==> config.mk <==
export PLATFORM = sky130hd
export DESIGN_NAME = euclidean_distance_unit
export DESIGN_NICKNAME = d
export VERILOG_FILES = /design/src/sv/edu_pkg.sv /design/src/sv/edu_front.sv /design/src/sv/edu_queue.sv /design/src/sv/edu_back.sv /design/src/sv/euclidean_distance_unit.sv
export SDC_FILE = /design/constraint.sdc
export NUM_CORES = 1
export LEC_CHECK = 0
export BUFFER_PORTS_ARGS = -buffer_cell sky130_fd_sc_hd__buf_2
export CORE_MARGIN = 8
export CORE_UTILIZATION = 25
export CTS_CLUSTER_DIAMETER = 60
export DETAILED_ROUTE_END_ITERATION = 6
export SLEW_MARGIN = 10
export SYNTH_ARGS = -nofsm -noshare
export SYNTH_HDL_FRONTEND = slang
export SYNTH_SLANG_ARGS = --single-unit
==> constraint.sdc <==
create_clock -name clk -period 9.14 [get_ports clk]
set_input_delay 1.371 -clock clk [delete_from_list [all_inputs] [get_ports clk]]
set_output_delay 1.371 -clock clk [all_outputs]
set_load 0.02 [all_outputs]
==> src/sv/edu_pkg.sv <==
// shared types and constants for the euclidean distance unit
`default_nettype none
package edu_pkg;

    localparam int QIDX_W      = 10;
    localparam int RIDX_W      = 12;
    localparam int ELEM_W      = 16;
    localparam int DIFF_W      = ELEM_W + 1;
    localparam int SQ_W        = 32;
    localparam int ACC_W       = 42;
    localparam int DIST_W      = 21;
    localparam int LEN_W       = 11;
    localparam int CNT_W       = 11;
    localparam int DIM_MAX     = 1024;
    localparam int IN_TDATA_W  = 56;
    localparam int OUT_TDATA_W = 48;
    localparam int OUT_PAD_W   = OUT_TDATA_W - QIDX_W - RIDX_W - DIST_W;

    localparam int Q_DEPTH     = 4;
    localparam int Q_AW        = 2;
    localparam int Q_CW        = 3;

    localparam int SQRT_STEPS  = DIST_W;
    localparam int STEP_W      = 5;
    localparam int REM_W       = DIST_W + 1;

    typedef struct packed {
        logic [QIDX_W-1:0] query_index;
        logic [RIDX_W-1:0] ref_index;
        logic [ACC_W-1:0]  sum;
    } dist_job_t;

    typedef struct packed {
        logic full;
        logic empty;
    } queue_status_t;

    typedef enum logic [1:0] {
        BK_IDLE,
        BK_CALC,
        BK_HOLD
    } back_state_t;

endpackage
`default_nettype wire

==> src/sv/edu_front.sv <==
// front part: takes element pairs, squares differences, accumulates per vector
`default_nettype none
module edu_front (
    input  wire logic                          clk,
    input  wire logic                          rst_n,
    input  wire logic                          s_axis_tvalid,
    output logic                               s_axis_tready,
    // query_index, ref_index, q_element, x_element, zero pad
    input  wire logic [edu_pkg::IN_TDATA_W-1:0] s_axis_tdata,
    input  wire logic                          cfg_wr_en,
    input  wire logic [edu_pkg::LEN_W-1:0]     cfg_wr_data,
    output logic                               push,
    output edu_pkg::dist_job_t                 push_job,
    input  wire edu_pkg::queue_status_t        q_status
);
    import edu_pkg::*;

    logic [LEN_W-1:0]         len_reg;
    logic [CNT_W-1:0]         cnt_reg, cnt_next;
    logic [LEN_W-1:0]         eff_len;
    logic [CNT_W-1:0]         cnt_plus;
    logic                     accept, adv, stall;

    logic [QIDX_W-1:0]        in_qidx;
    logic [RIDX_W-1:0]        in_ridx;
    logic [ELEM_W-1:0]        in_q, in_x;
    logic signed [DIFF_W-1:0] in_diff;
    logic                     a_last_next;

    logic                     a_valid_reg, a_last_reg;
    logic signed [DIFF_W-1:0] a_diff_reg;
    logic [QIDX_W-1:0]        a_qidx_reg;
    logic [RIDX_W-1:0]        a_ridx_reg;

    logic signed [2*DIFF_W-1:0] prod;
    logic                     b_valid_reg, b_last_reg;
    logic [SQ_W-1:0]          b_sq_reg;
    logic [QIDX_W-1:0]        b_qidx_reg;
    logic [RIDX_W-1:0]        b_ridx_reg;

    logic [ACC_W-1:0]         acc_reg, acc_next, acc_sum;

    assign in_qidx = s_axis_tdata[QIDX_W-1:0];
    assign in_ridx = s_axis_tdata[QIDX_W+RIDX_W-1:QIDX_W];
    assign in_q    = s_axis_tdata[QIDX_W+RIDX_W+ELEM_W-1:QIDX_W+RIDX_W];
    assign in_x    = s_axis_tdata[QIDX_W+RIDX_W+2*ELEM_W-1:QIDX_W+RIDX_W+ELEM_W];
    assign in_diff = $signed({in_q[ELEM_W-1], in_q}) - $signed({in_x[ELEM_W-1], in_x});

    // zero length acts as one, anything above the max saturates
    always_comb
    begin
        priority if (len_reg == '0)
        begin
            eff_len = LEN_W'(1);
        end
        else if (len_reg > LEN_W'(DIM_MAX))
        begin
            eff_len = LEN_W'(DIM_MAX);
        end
        else
        begin
            eff_len = len_reg;
        end
    end

    assign cnt_plus    = cnt_reg + CNT_W'(1);
    assign a_last_next = (cnt_plus >= eff_len);

    // whole pipe holds while a finished vector cannot enter the queue
    assign stall         = b_valid_reg & b_last_reg & q_status.full;
    assign adv           = ~stall;
    assign s_axis_tready = adv;
    assign accept        = s_axis_tvalid & adv;

    assign cnt_next = a_last_next ? '0 : cnt_plus;

    assign prod    = a_diff_reg * a_diff_reg;
    assign acc_sum = acc_reg + ACC_W'(b_sq_reg);

    assign push              = adv & b_valid_reg & b_last_reg;
    assign push_job.query_index = b_qidx_reg;
    assign push_job.ref_index   = b_ridx_reg;
    assign push_job.sum         = acc_sum;

    always_comb
    begin
        acc_next = acc_reg;
        if (adv && b_valid_reg)
        begin
            acc_next = b_last_reg ? '0 : acc_sum;
        end
    end

    always_ff @(posedge clk or negedge rst_n)
    begin
        if (!rst_n)
        begin
            len_reg     <= LEN_W'(1);
            cnt_reg     <= '0;
            a_valid_reg <= 1'b0;
            b_valid_reg <= 1'b0;
            acc_reg     <= '0;
        end
        else
        begin
            if (cfg_wr_en)
            begin
                len_reg <= cfg_wr_data;
            end
            if (accept)
            begin
                cnt_reg <= cnt_next;
            end
            if (adv)
            begin
                a_valid_reg <= accept;
                b_valid_reg <= a_valid_reg;
            end
            acc_reg <= acc_next;
        end
    end

    always_ff @(posedge clk)
    begin
        if (accept)
        begin
            a_diff_reg <= in_diff;
            a_qidx_reg <= in_qidx;
            a_ridx_reg <= in_ridx;
            a_last_reg <= a_last_next;
        end
        if (adv && a_valid_reg)
        begin
            b_sq_reg   <= prod[SQ_W-1:0];
            b_qidx_reg <= a_qidx_reg;
            b_ridx_reg <= a_ridx_reg;
            b_last_reg <= a_last_reg;
        end
    end

`ifndef SYNTHESIS
    a_cnt_range: assert property (@(posedge clk) disable iff (!rst_n)
        cnt_reg < CNT_W'(DIM_MAX))
        else $error("element count out of range");

    a_cnt_clear: assert property (@(posedge clk) disable iff (!rst_n)
        (accept && a_last_next) |=> (cnt_reg == '0))
        else $error("element count not cleared at vector end");
`endif

endmodule
`default_nettype wire

==> src/sv/edu_queue.sv <==
// short queue of finished sums between front and back parts
`default_nettype none
module edu_queue (
    input  wire logic              clk,
    input  wire logic              rst_n,
    input  wire logic              push,
    input  wire edu_pkg::dist_job_t push_job,
    input  wire logic              pop,
    output edu_pkg::dist_job_t     head,
    output edu_pkg::queue_status_t status
);
    import edu_pkg::*;

    dist_job_t         entry_reg [Q_DEPTH];
    logic [Q_AW-1:0]   wr_ptr_reg, rd_ptr_reg;
    logic [Q_CW-1:0]   count_reg, count_next;

    assign status.full  = (count_reg == Q_CW'(Q_DEPTH));
    assign status.empty = (count_reg == '0);
    assign head         = entry_reg[rd_ptr_reg];

    always_comb
    begin
        count_next = count_reg;
        unique case ({push, pop})
            2'b10:   count_next = count_reg + Q_CW'(1);
            2'b01:   count_next = count_reg - Q_CW'(1);
            default: count_next = count_reg;
        endcase
    end

    always_ff @(posedge clk or negedge rst_n)
    begin
        if (!rst_n)
        begin
            wr_ptr_reg <= '0;
            rd_ptr_reg <= '0;
            count_reg  <= '0;
        end
        else
        begin
            if (push)
            begin
                wr_ptr_reg <= wr_ptr_reg + Q_AW'(1);
            end
            if (pop)
            begin
                rd_ptr_reg <= rd_ptr_reg + Q_AW'(1);
            end
            count_reg <= count_next;
        end
    end

    always_ff @(posedge clk)
    begin
        if (push)
        begin
            entry_reg[wr_ptr_reg] <= push_job;
        end
    end

`ifndef SYNTHESIS
    a_no_overflow: assert property (@(posedge clk) disable iff (!rst_n)
        push |-> !status.full)
        else $error("push into full queue");

    a_no_underflow: assert property (@(posedge clk) disable iff (!rst_n)
        pop |-> !status.empty)
        else $error("pop from empty queue");
`endif

endmodule
`default_nettype wire

==> src/sv/edu_back.sv <==
// back part: bit-serial integer square root and output register
`default_nettype none
module edu_back (
    input  wire logic                           clk,
    input  wire logic                           rst_n,
    input  wire edu_pkg::dist_job_t             head,
    input  wire edu_pkg::queue_status_t         q_status,
    output logic                                pop,
    output logic                                m_axis_tvalid,
    input  wire logic                           m_axis_tready,
    // out_query_index, out_ref_index, distance, zero pad
    output logic [edu_pkg::OUT_TDATA_W-1:0]     m_axis_tdata
);
    import edu_pkg::*;

    back_state_t        state_reg, state_next;
    logic [QIDX_W-1:0]  qidx_reg, qidx_next;
    logic [RIDX_W-1:0]  ridx_reg, ridx_next;
    logic [ACC_W-1:0]   rad_reg, rad_next;
    logic [REM_W-1:0]   rem_reg, rem_next;
    logic [DIST_W-1:0]  root_reg, root_next;
    logic [STEP_W-1:0]  step_reg, step_next;

    logic               out_valid_reg, out_valid_next;
    logic [QIDX_W-1:0]  out_qidx_reg, out_qidx_next;
    logic [RIDX_W-1:0]  out_ridx_reg, out_ridx_next;
    logic [DIST_W-1:0]  out_dist_reg, out_dist_next;

    logic [REM_W+1:0]   rem_sh, trial, rem_sub;
    logic               take;

    // one root bit per cycle: bring down two radicand bits, try subtracting 4*root+1
    assign rem_sh  = {rem_reg, rad_reg[ACC_W-1:ACC_W-2]};
    assign trial   = {1'b0, root_reg, 2'b01};
    assign rem_sub = rem_sh - trial;
    assign take    = (rem_sh >= trial);

    always_comb
    begin
        state_next     = state_reg;
        qidx_next      = qidx_reg;
        ridx_next      = ridx_reg;
        rad_next       = rad_reg;
        rem_next       = rem_reg;
        root_next      = root_reg;
        step_next      = step_reg;
        out_valid_next = out_valid_reg;
        out_qidx_next  = out_qidx_reg;
        out_ridx_next  = out_ridx_reg;
        out_dist_next  = out_dist_reg;
        pop            = 1'b0;

        if (out_valid_reg && m_axis_tready)
        begin
            out_valid_next = 1'b0;
        end

        unique case (state_reg)
            BK_IDLE:
            begin
                if (!q_status.empty)
                begin
                    pop        = 1'b1;
                    qidx_next  = head.query_index;
                    ridx_next  = head.ref_index;
                    rad_next   = head.sum;
                    rem_next   = '0;
                    root_next  = '0;
                    step_next  = '0;
                    state_next = BK_CALC;
                end
            end
            BK_CALC:
            begin
                rad_next  = {rad_reg[ACC_W-3:0], 2'b00};
                rem_next  = take ? rem_sub[REM_W-1:0] : rem_sh[REM_W-1:0];
                root_next = {root_reg[DIST_W-2:0], take};
                step_next = step_reg + STEP_W'(1);
                if (step_reg == STEP_W'(SQRT_STEPS - 1))
                begin
                    state_next = BK_HOLD;
                end
            end
            BK_HOLD:
            begin
                if (!out_valid_reg || m_axis_tready)
                begin
                    out_valid_next = 1'b1;
                    out_qidx_next  = qidx_reg;
                    out_ridx_next  = ridx_reg;
                    out_dist_next  = root_reg;
                    state_next     = BK_IDLE;
                end
            end
            default:
            begin
                state_next = BK_IDLE;
            end
        endcase
    end

    always_ff @(posedge clk or negedge rst_n)
    begin
        if (!rst_n)
        begin
            state_reg     <= BK_IDLE;
            out_valid_reg <= 1'b0;
            step_reg      <= '0;
        end
        else
        begin
            state_reg     <= state_next;
            out_valid_reg <= out_valid_next;
            step_reg      <= step_next;
        end
    end

    always_ff @(posedge clk)
    begin
        qidx_reg     <= qidx_next;
        ridx_reg     <= ridx_next;
        rad_reg      <= rad_next;
        rem_reg      <= rem_next;
        root_reg     <= root_next;
        out_qidx_reg <= out_qidx_next;
        out_ridx_reg <= out_ridx_next;
        out_dist_reg <= out_dist_next;
    end

    assign m_axis_tvalid = out_valid_reg;
    assign m_axis_tdata  = {{OUT_PAD_W{1'b0}}, out_dist_reg, out_ridx_reg, out_qidx_reg};

`ifndef SYNTHESIS
    a_step_range: assert property (@(posedge clk) disable iff (!rst_n)
        (state_reg == BK_CALC) |-> (step_reg < STEP_W'(SQRT_STEPS)))
        else $error("square root step counter out of range");
`endif

endmodule
`default_nettype wire

==> src/sv/euclidean_distance_unit.sv <==
// top level of the euclidean distance unit
// path of a finished vector: front registers a and b, queue, back states idle,
// calc and hold, output register; throughput: one element beat per cycle in
// a vector unless a finished vector waits on a full queue, a 4-entry queue
// absorbs bursts; the root unit holds one sum at a time, popping only when idle
// reset: rst_n clears counters, accumulator, queue and output valid; length = 1
`default_nettype none
module euclidean_distance_unit (
    input  wire logic                           clk,
    input  wire logic                           rst_n,
    input  wire logic                           s_axis_tvalid,
    output logic                                s_axis_tready,
    // query_index, ref_index, q_element, x_element, zero pad
    input  wire logic [edu_pkg::IN_TDATA_W-1:0] s_axis_tdata,
    output logic                                m_axis_tvalid,
    input  wire logic                           m_axis_tready,
    // out_query_index, out_ref_index, distance, zero pad
    output logic [edu_pkg::OUT_TDATA_W-1:0]     m_axis_tdata,
    input  wire logic                           cfg_wr_en,
    input  wire logic [edu_pkg::LEN_W-1:0]      cfg_wr_data
);
    import edu_pkg::*;

    logic          push, pop;
    dist_job_t     push_job, head;
    queue_status_t q_status;

    edu_front u_front (
        .clk           (clk),
        .rst_n         (rst_n),
        .s_axis_tvalid (s_axis_tvalid),
        .s_axis_tready (s_axis_tready),
        .s_axis_tdata  (s_axis_tdata),
        .cfg_wr_en     (cfg_wr_en),
        .cfg_wr_data   (cfg_wr_data),
        .push          (push),
        .push_job      (push_job),
        .q_status      (q_status)
    );

    edu_queue u_queue (
        .clk      (clk),
        .rst_n    (rst_n),
        .push     (push),
        .push_job (push_job),
        .pop      (pop),
        .head     (head),
        .status   (q_status)
    );

    edu_back u_back (
        .clk           (clk),
        .rst_n         (rst_n),
        .head          (head),
        .q_status      (q_status),
        .pop           (pop),
        .m_axis_tvalid (m_axis_tvalid),
        .m_axis_tready (m_axis_tready),
        .m_axis_tdata  (m_axis_tdata)
    );

endmodule
`default_nettype wire
; ---- Word-level counts from Yosys, hierarchy flattened
; Memories as Yosys holds them, arrays and structs flattened.
; Index checks and enable logic that the tools add are counted.
[word_totals]
ff_bits = 326
mem_bits_rw = 256
inputBits = 72
mem_count = 1
[mem_list]
columns = memory, depth, word_bits, rd, rd_ports_with_merged_regs, wr, line_no
row1 = u_queue.entry_reg, 4, 64, 1, 0, 1, edu_queue.sv:14  ; dist_job_t entry_reg [Q_DEPTH];
[op_classes]
add_sub_neg = 9
mul = 1
n_lt_le_gt_ge = 3
n_eq_ne = 9
mux = 25
bitwise = 7
n_reduce_logical = 14
[ops]
columns = op, count
row1 = $mux W42, 2
row2 = $pmux W42 S2, 1
row3 = $mux W22, 2
row4 = $pmux W22 S2, 1
row5 = $add A42 B32 Y42, 1
row6 = $pmux W21 S2, 1
row7 = $mux W11, 3
row8 = $mul A17 B17 Y32, 1
row9 = $ge A24 B23 Y1, 1
row10 = $sub A22 B22 Y22, 1
row11 = $mux W21, 1
row12 = $sub A16 B16 Y17, 1
row13 = $add A11 B1 Y11 const B, 1
row14 = $ge A11 B11 Y1, 1
row15 = $gt A11 B11 Y1 const B, 1
row16 = $logic_not A11 Y1, 1
row17 = $pmux W5 S2, 1
row18 = $mux W1, 7
row19 = $mux W2, 3
row20 = $pmux W2 S3, 1
row21 = $pmux W3 S2, 1
row22 = $reduce_and A2 Y1, 3
row23 = $add A5 B1 Y5 const B, 1
row24 = $and A1 B1 Y1, 5
row25 = 18 further kinds, 26

; ---- Logic depth before layout (Yosys ltp)
[logic_depth]
word_depth = 7
mapped_depth = 26
depth_no_buf = 24

; ---- Hierarchy
; From an unflattened synthesis, not the netlist that was laid out.
[unflattened]
cells_unflattened = 2754
hier_area_um2 = 34632.0
[modules_own_cells]
columns = mod, n_inst, cells_per_inst, area_per_inst_um2
row1 = edu_front, 1, 1782, 17858.4
row2 = edu_queue, 1, 371, 9628.0
row3 = edu_back, 1, 601, 7145.6

; ---- Least setup slack after synthesis
; No wires, ideal clock.
[synth_path]
path_kind = reg-to-reg
startpoint = reg u_front.a_diff_reg[16]
endpoint = reg u_front.b_sq_reg[30], data pin
setup_time_ns = 0.258
arrival_time_ns = 6.083
required_time_ns = 8.882
path_slack_ns = 2.800
stages_incl_launch_ff = 25
n_path_buf = 2
period_less_slack_ns = 6.340
cell_sequence = edfxtp_1 clkbuf_1 clkbuf_1 nand2_1 inv_1 fa_1 inv_1 fa_1 inv_1 fa_1 fa_1 fa_1 inv_1 fa_1 inv_1 ha_1 a21o_1 a21o_1 a21oi_1 nand3b_1 o21ai_0 o211a_1 o31ai_1 a21oi_1 xnor2_1
[synth_between]
elab_chain_cells = 1
[synth_lines]
columns = item, line_no
row1 = start: declaration, edu_front.sv:31  ; logic signed [DIFF_W-1:0] a_diff_reg;
row2 = start signal: assignment, edu_front.sv:127  ; a_diff_reg <= in_diff;
row3 = $mul A17 B17 Y32, edu_front.sv:77  ; assign prod = a_diff_reg * a_diff_reg;
row4 = via u_front.prod[30], edu_front.sv:35  ; logic signed [2*DIFF_W-1:0] prod;
row5 = end signal: assignment, edu_front.sv:134  ; b_sq_reg <= prod[SQ_W-1:0];
row6 = end: declaration, edu_front.sv:37  ; logic [SQ_W-1:0] b_sq_reg;
; The timed path passes the listed nets, and every way through them passes these cells.
; A chain may end at the register's enable or synchronous reset.

; ---- Worst setup path in the final report
[layout_path]
startpoint = reg u_front.a_diff_reg[3]
endpoint = reg u_front.b_sq_reg[31], data pin
; The elaborated chain is that of the path after synthesis.

==> summary.txt <==
Run status
  – Outcome: finished, final reports clean

Clock network
  – Max Root-Sink Buffers: 3
  – Hold buffers post-CTS: 0
  – CTS Sinks: 581
  – Num CTS Buffers: 66
  – Clock Latency Late Sink: 0.63 ns
  – H-tree levels: 3
  – CTS clk-pin slew, worst paths: 0.06 ns
  – CTS tree: done
  – Post-cts sizing count: 0
  – CTS Root Cell: clkbuf_16
  – Post-CTS setup buffers: 0

Finish
  – Diodes inserted: 0
  – Final #Nets: 3326
  – Share of cells above drive strength 1: 12.0%
  – Max reg flops: around 260
  – Filler cells: 13900
  – Area growth syn-to-layout: 14.3%

Yosys
  – Share of flip-flops with an asynchronous set or reset: 13.9%
  – Largest area contributor in the netlist: edfxtp_1
  – Synth area leaders: edfxtp_1 (44%), fa_1 (15%), ha_1 (6.4%)
  – Mapped Avg Cell Area: 12.7 um^2
  – Post-synthesis cell count: 2697
  – Post-synth EDFFs: 500
  – Synth unique cells: 76
  – Synthesis Warnings: 0
  – Seq/Total Area, Yosys: 49.6%
  – Post-synthesis instance area: between 30000 and 40000 um^2
  – Post-synthesis register bit count: about 580
  – Top FF cell, synth: edfxtp_1
  – Share of the synthesized area in the top cell type: 43.7%

STA
  – Max-slew headroom: 31.6%
  – Slew Limit Fails: 0
  – RSZ-0062 raised after global routing: no
  – Fmax achieved: 142 MHz
  – Setup Skew: 0.0220 ns
  – Final critical-path share of the clock period: 77.1%
  – Fin crit period: ~7.0 ns
  – Endpoints failing hold: 0
  – Worst Tran Pin Value: around 1.0 ns
  – Setup_tns: 0 ns
  – Final setup fails: 0

GRT
  – Largest net degree at the start of global routing: 66
  – Grt total ovfl: 0
  – Initial antenna violation count: 1
  – GRT Util Overall: 8.97%
  – First-pass GRT wire length: 111000 um
  – Vias in the first global route: between 20000 and 25000

Placement
  – GPL Wtd Cong: between 0.8 and 0.9
  – Buffers on Ports: approximately 110
  – Post-DP HPWL: 46500 um

Setup path
  – CP Class: reg2reg
  – Crit path largest cell delay: 0.82 ns
  – Largest delay share family, worst path: adder cells
  – Slowest stage cell, crit path: edfxtp_1
  – Worst Path Required: 9.60 ns
  – Crit start category: register
  – Worst Setup End Kind: register
  – Worst path most repeated cell: fa_1
  – Buffer and inverter count on the worst path: 5
  – Crit-path cells: inv_1 > nor2_1 > inv_1 > fa_1 > inv_1 > fa_1 > fa_1 > fa_1 > fa_1 > inv_1 > fa_1 > inv_1 > ha_1 > a221oi_1 > o21ai_0 > a211oi_1 > o41ai_2 > o211ai_1 > a31oi_1 > o21ai_0 > a21oi_1 > a31oi_1
  – Worst Path Max Fanout: 16
  – Worst Path Arrival: 7.50 ns

Floorplanning
  – Starting density of the core: 25.1%
  – Horiz. Die Dim: 387 um
  – Core area: around 140000 um^2
  – Num ports: 122
  – Row cnt: 136
  – Die area: 150000 um^2
  – Die H: about 390 um

Route
  – Pre-antenna DRT Iters: 5
  – Drt initial violations: 927
  – Post-route ant nets: 0
  – DR vias: 19700
  – Drt total wl: 67700 um
  – Vias per cell: 4.23
  – DRC: 0
  – Wire per inst: 14.5 um

Hold path
  – HP Class: reg2reg

Run
  – Max_cap viols: 0
[kinds of logic after synthesis]
logic type	count (synthesis)	share of synthesized area (%)
buffers and inverters	502	5.55
DFF	581	49.6
xor gates and xnor gates	129	3.29
other	1	0.0109
AOI/OAI and AO/OA	325	6.57
muxes	97	5.21
adders and majority gates	433	21.4
and+or+nand+nor	629	8.34
[cells in the mapped netlist, types with 20 or more instances]
cell,n
xnor2_1,93
and2_1,59
mux4_2,64
edfxtp_1,500
a21oi_1,73
nor2b_1,33
dfrtp_1,80
inv_1,422
ha_1,175
a22o_1,35
xor2_1,36
o21ai_0,69
nand2_1,292
clkbuf_1,62
mux2i_1,20
nand3_1,20
and3_1,29
fa_1,258
nor2_1,124
a21o_1,35
[through the flow]
stage / hold WS, ns / instances / setup WS, ns / area, um^2 / util (%)
6_report: 0.409 / 4669 / 2.10 / 39300 / 28.7
5_1_grt: 0.417 / 4669 / 1.72 / 39300 / 28.7
4_1_cts: 0.407 / 4669 / 2.12 / 39300 / 28.7
3_5_place_dp: 0.405 / 4547 / 2.14 / 37000 / 27.0
3_3_place_gp: 0.402 / 4547 / 2.14 / 37000 / 27.0
2_1_floorplan: 0.400 / 2701 / 2.80 / 34400 / -
[path summary, 6_finish.rpt]
check	startpoint	to	slack (ns)	depth (start not counted)
max	u_front.a_diff_reg[3]$_DFFE_PP_	u_front.b_sq_reg[31]$_DFFE_PP_	2.10	22
max in group asynchronous	rst_n	u_queue.rd_ptr_reg[1]$_DFFE_PN0P_	7.35	2
min in group asynchronous	rst_n	u_front.len_reg[7]$_DFFE_PN0P_	0.73	1
max reg2reg	u_front.a_diff_reg[3]$_DFFE_PP_	u_front.b_sq_reg[31]$_DFFE_PP_	2.10	22
min	u_front.a_last_reg$_DFFE_PP_	u_front.b_last_reg$_DFFE_PP_	0.41	0
min reg2reg	u_front.a_last_reg$_DFFE_PP_	u_front.b_last_reg$_DFFE_PP_	0.41	0
[routing by layer]
metal,part of all wire [%],global-route usage [%],vias to the layer above
met5,0,0,-
li1,-,-,9459
met3,4.6,2.06,91
met4,1.8,2.01,0
met2,47,15.3,359
met1,47,11.6,9835
[layout by cell type, fill, tap and decap left out, types with 20 or more instances in the layout]
master	synthesis	routed
nand3_1	20	20
edfxtp_1	500	500
o21ai_0	69	69
and3_1	29	25
clkbuf_16	0	67
and2_1	59	58
a21oi_1	73	73
fa_1	258	258
inv_1	422	420
mux2i_1	20	20
nor2_1	124	123
a21o_1	35	35
a22o_1	35	35
xor2_1	36	36
dfrtp_1	80	78
nand2_1	292	292
buf_2	3	113
ha_1	175	175
xnor2_1	93	93
mux4_2	64	64
nor2b_1	33	31
[layout make-up]
class | count | area, um^2 | area share [%]
multi-input combinational | 1618 | 15400 | 39.4
clock buffer | 87 | 1820 | 4.64
tap | 1794 | 2240 | 5.72
timing repair buffer | 132 | 708 | 1.80
clock inverter | 35 | 397 | 1.01
sequential | 581 | 17000 | 43.4
inverter | 422 | 1590 | 4.04
Power is left out: the tool's default activity adds up to more than one toggle a clock period on the data nets, which glitch-free logic cannot reach.
